### config.mk
export PLATFORM = sky130hd
export DESIGN_NAME = vfr_ram
export DESIGN_NICKNAME = d
export VERILOG_FILES = /design/src/hdl/vfr_ram.sv
export SDC_FILE = /design/constraint.sdc
export NUM_CORES = 2
export LEC_CHECK = 0
export ABC_AREA = 1
export BUFFER_PORTS_ARGS = -buffer_cell sky130_fd_sc_hd__buf_2
export CAP_MARGIN = 20
export CELL_PAD_IN_SITES_DETAIL_PLACEMENT = 1
export CELL_PAD_IN_SITES_GLOBAL_PLACEMENT = 2
export CORE_MARGIN = 2
export CORE_UTILIZATION = 40
export CTS_CLUSTER_SIZE = 30
export DETAILED_ROUTE_END_ITERATION = 8
export GPL_ROUTABILITY_DRIVEN = 1
export GPL_TIMING_DRIVEN = 1
export MAX_ROUTING_LAYER = met4
export PLACE_DENSITY = 0.82
export REMOVE_ABC_BUFFERS = 1
export SKIP_LAST_GASP = 1
export SYNTH_ARGS = -nofsm -noshare
export SYNTH_HDL_FRONTEND = slang
export SYNTH_SLANG_ARGS = --single-unit
### constraint.sdc
create_clock -name clk -period 2.8 [get_ports clk]
set_clock_uncertainty 0.05 [all_clocks]
set_input_delay 0.84 -clock clk [delete_from_list [all_inputs] [get_ports clk]]
set_output_delay 0.84 -clock clk [all_outputs]
set_load 0.01 [all_outputs]
### src/hdl/vfr_ram.sv
// ----------------------------------------------------------------------------
// vfr_ram
// Generic simple dual-port RAM: one write port, one read port, registered read.
// ----------------------------------------------------------------------------
module vfr_ram #(
	parameter int WIDTH = 8,
	parameter int DEPTH = 256
) (
	input  logic                     clk,
	input  logic                     we,
	input  logic [$clog2(DEPTH)-1:0] waddr,
	input  logic [WIDTH-1:0]         wdata,
	input  logic [$clog2(DEPTH)-1:0] raddr,
	output logic [WIDTH-1:0]         rdata
);

	logic [WIDTH-1:0] mem [DEPTH];

	always_ff @(posedge clk) begin
		if (we) begin
			mem[waddr] <= wdata;
		end
		rdata <= mem[raddr];
	end

endmodule

-- Word-level counts from Yosys, hierarchy flattened
Memories as Yosys holds them, arrays and structs flattened. A register that Yosys moved wholly into a read port is not among the register bits.
Index checks and enable logic that the tools add are counted.
- register bits: 0
- memory bits (writable): 2048
- input port bits: 26
- output and inout bits: 8
- word-level logic and storage cells: 3
- memories: 1
- mux-type cells: 2
- memories (name ; depth ; width ; rd ports ; clocked after Yosys merged registers in ; wr ports ; line ; RTL):
    mem ; 256 ; 8 ; 1 ; 1 ; 1 ; 17 ; logic [WIDTH-1:0] mem [DEPTH];
- operators by type and width (kind ; number):
    $mux W1 ; 2

-- Longest topological paths before layout
- word-level depth: 2
- gate-level depth with buffers: 15
- depth with buffers taken out: 11

-- Worst setup path before layout
No wires, ideal clock.
- path type: input-to-reg
- from: input port we
- to: memory mem[162][0] (enable)
- arrival time: 1961 ps
- data required time: 2380 ps
- path slack: 419 ps
- cell stages on the path: 4
- path through: clkbuf_1 -> nand3_1 -> clkbuf_1 -> nor2_1
- word-level cells in the longest chain between the ends: 2
- RTL lines (element ; line ; RTL):
    start: declaration ; 10 ; input logic we,
    $mux W1 ; 20 ; if (we) begin
    $mux W1 (implied by the code) ; 21 ; mem[waddr] <= wdata;
    end: declaration ; 17 ;
Every way passes these cells.

-- Worst setup path in the final report
- from: register rdata[2] (read register of mem)
- to: output port rdata[2]
- RTL lines (element ; line ; RTL):
    start: declaration ; 14 ; output logic [WIDTH-1:0] rdata
No word-level cell between the ends.

==> summary.txt <==
Floorplan
  • Core area: 0.207 mm2
  • Io pins: 34
  • Die height: 461 um
  • Die width: between 400 and 500 um
  • Die area: 0.212 mm2
  • FP Rows: 167
  • Starting Density: 40.3%

Status
  • Status: finished, final reports clean

Drt
  • Overall routed net length: 272 mm
  • DRT Pass-1 Iters: 5
  • Antenna viol nets, final: 0
  • DRC: 0
  • Via/cell ratio: 5.60
  • WL per Instance: 26.0 um
  • Vias: 58,487
  • 1st-iter DRT viols: 6,103

Layout
  • P&R area growth vs syn: 18.5%
  • Layout cells sized above 1: 13.9%
  • Final non-filler cell total: 10,453
  • Layout fillers: 21,692
  • Nets@finish: 7,512
  • Fin util: 47.7%

Synth
  • Main synth FF type: edfxtp_1
  • Proportion of synthesized area in mux cells: 0%
  • Number of synthesized flops with an enable pin: 2,048
  • Mean Syn Cell Area: roughly 12 um2
  • Top cell type by total area after synthesis: edfxtp_1
  • Synth Area in Adders: 0%
  • Flop and latch count out of synthesis: slightly above 2,000
  • Count leader, synth: nand2_1
  • Simple-gate portion of the synthesized area: 22.9%
  • Total number of yosys warnings: 0
  • XOR/XNOR Fraction of Synth Area: 0%
  • Top area cells in the synthesized netlist: edfxtp_1 (74%), nand3_1 (12%), nand2_1 (9.6%), buf_2 (1.6%), nor2_1 (1.3%)
  • Synth async-reset ratio: 0%
  • Main combinational cell family by area after synthesis: simple AND/OR/NAND/NOR gates
  • Top cells by count, synth: nand2_1 (2,123), edfxtp_1 (2,048), nand3_1 (2,019)
  • Synth top area share: 73.7%
  • Sequential cell area fraction in the yosys report: 73.9%
  • Yosys cell types: 14
  • Post-synthesis cell count: 7,003
  • Post-synthesis compound-gate area fraction: 0%
  • Mapped cell area: 0.0834 mm2

GRT
  • Initial antenna violation count: 9
  • Total global routing overflow: 0
  • Pin count of the biggest net entering global routing: 81
  • First-pass GRT wire length: approximately 400 mm
  • GRT Total Usage: 26.4%
  • Vias in the first global route: 61,108

Critical path
  • Max stage delay on crit path: between 600 and 700 ps
  • Worst-path fanout max: 2
  • Arr. time, crit path: 1750 ps
  • Crit end category: output pin
  • Critical-path cell list: buf_2
  • CP Class: register to output pin
  • CP Data Required Time: 1910 ps
  • Startpoint Class: register
  • Largest delay share family, worst path: flip-flops
  • WP buf/inv: 1
  • CP max-delay cell: dfxtp_1

Placement
  • HPWL Detailed: about 170 mm
  • Buffers on Ports: 33
  • Placed Instances: 10,062
  • Final GP Congestion: ~0.87

Timing
  • Tcrit/Tclk final: 94.2%
  • Count of pins over their slew limit: 0
  • Hold Vio Cnt, Final: 0
  • Transition time of the tightest slew-check pin: 804 ps
  • Fmax: approximately 0.38 GHz
  • Rel. slew slack: a little under half
  • Tmin final: 2640 ps
  • RSZ-0062 raised after global routing: false
  • Final setup viols: 0

CTS
  • Post-cts resize count: 0
  • Clk slew on worst S/H paths: 70 ps
  • CTS sink cnt: 2,056
  • H-tree Lvls: 4
  • CTS Buf Count: 210
  • TritonCTS clock tree: built
  • Clk Tree Root Cell: clkbuf_16
  • Worst skew pair latency: 860 ps
  • Clock Tree Buf Depth: 3
  • Hold-fix buffers, CTS: 0
  • Total setup buffers inserted after CTS: 0

Pwr
  • Peak supply drop: 731 uV
  • Tot Pwr: roughly 0.067 W
  • Pleak: 35.4 nW
  • Pwr dens: 674 mW/mm2

Hold path
  • Hold Path Class: input pin to register

Flow run
  • Maxcap violations: 0
-- cells by family (layout without fill, tap and decap cells) --
group                  Yosys count  after routing
buffers and inverters          522           1176
flip-flops                    2056           2056
other                            0              8
AND/OR/NAND/NOR               4425           4425
-- per-layer routing --
metal / vias up / wire, um / GRT usage [%] / share of wire [%]
met5: - / 0 / - / 0
met4: 0 / 10300 / 9.65 / 3.8
met3: 443 / 17300 / 3.59 / 6.4
met2: 2132 / 132000 / 42.5 / 49
met1: 30068 / 112000 / 34.2 / 41
li1: 25844 / - / - / -
-- cell usage in the layout (no fill, tap or decap) --
master and n:
nand2_1 2112, edfxtp_1 2048, nand3_1 2019, buf_4 573
nor2_1 283, clkbuf_16 215, buf_12 149, clkinv_1 48
clkbuf_1 44, clkinv_2 37, inv_1 34, buf_2 20
bufinv_16 19, nand2_2 11, buf_8 11, diode_2 8
dfxtp_1 8, clkinvlp_4 5, clkinv_8 4, inv_16 3
inv_6 3, clkbuf_8 3, inv_8 2, clkinv_4 2
inv_4 1, inv_2 1, clkinv_16 1, buf_6 1
-- area by class of cell --
class                      instances  area, um2  share of cell area (%)
multi-input combinational       4425      19200                    19.4
clock buffer                     262       5590                    5.65
clock inverter                   121       1150                    1.17
tap                             2788       3490                    3.53
sequential                      2056      61700                    62.4
timing repair buffer             754       7560                    7.65
antenna                            8       20.0                  0.0203
inverter                          39        180                   0.182
-- path summary, 6_finish.rpt --
kind / startpoint / to / slack [ps] / depth (start not counted)
worst max-delay path: rdata[2]$_DFF_P_ / rdata[2] / 160 / 1
worst min-delay path: wdata[2] / mem[63][2]$_DFFE_PP_ / 330 / 1
worst max register to register: mem[13][3]$_DFFE_PP_ / rdata[3]$_DFF_P_ / 760 / 10
worst min register to register: mem[98][2]$_DFFE_PP_ / rdata[2]$_DFF_P_ / 960 / 10
-- state kept, by name, indices dropped and copies added (netlist names) --
name / count
mem: 2048
rdata: 8
-- power breakdown --
part | internal, W | leakage [nW] | switching, W | total (W)
Sequential | 0.0339 | 18.5 | 0.0000710 | 0.0340
Clock | 0.0158 | 3.29 | 0.0121 | 0.0279
Combinational | 0.00139 | 13.6 | 0.00329 | 0.00469
Total | 0.0512 | 35.4 | 0.0154 | 0.0666
-- metrics by stage --
step                cell area (um2)  TNS, ps  hold slack, ps  setup slack [ps]
finish                        98800        0             330               162
global route                  98800        0             287               116
CTS                           98800        0             270               117
detailed placement            92100    -3780             956              -646
global placement              92100    -3550             959              -579
floorplan                     80900   -29860             785             -3740
(Power assumes the default switching activity.)
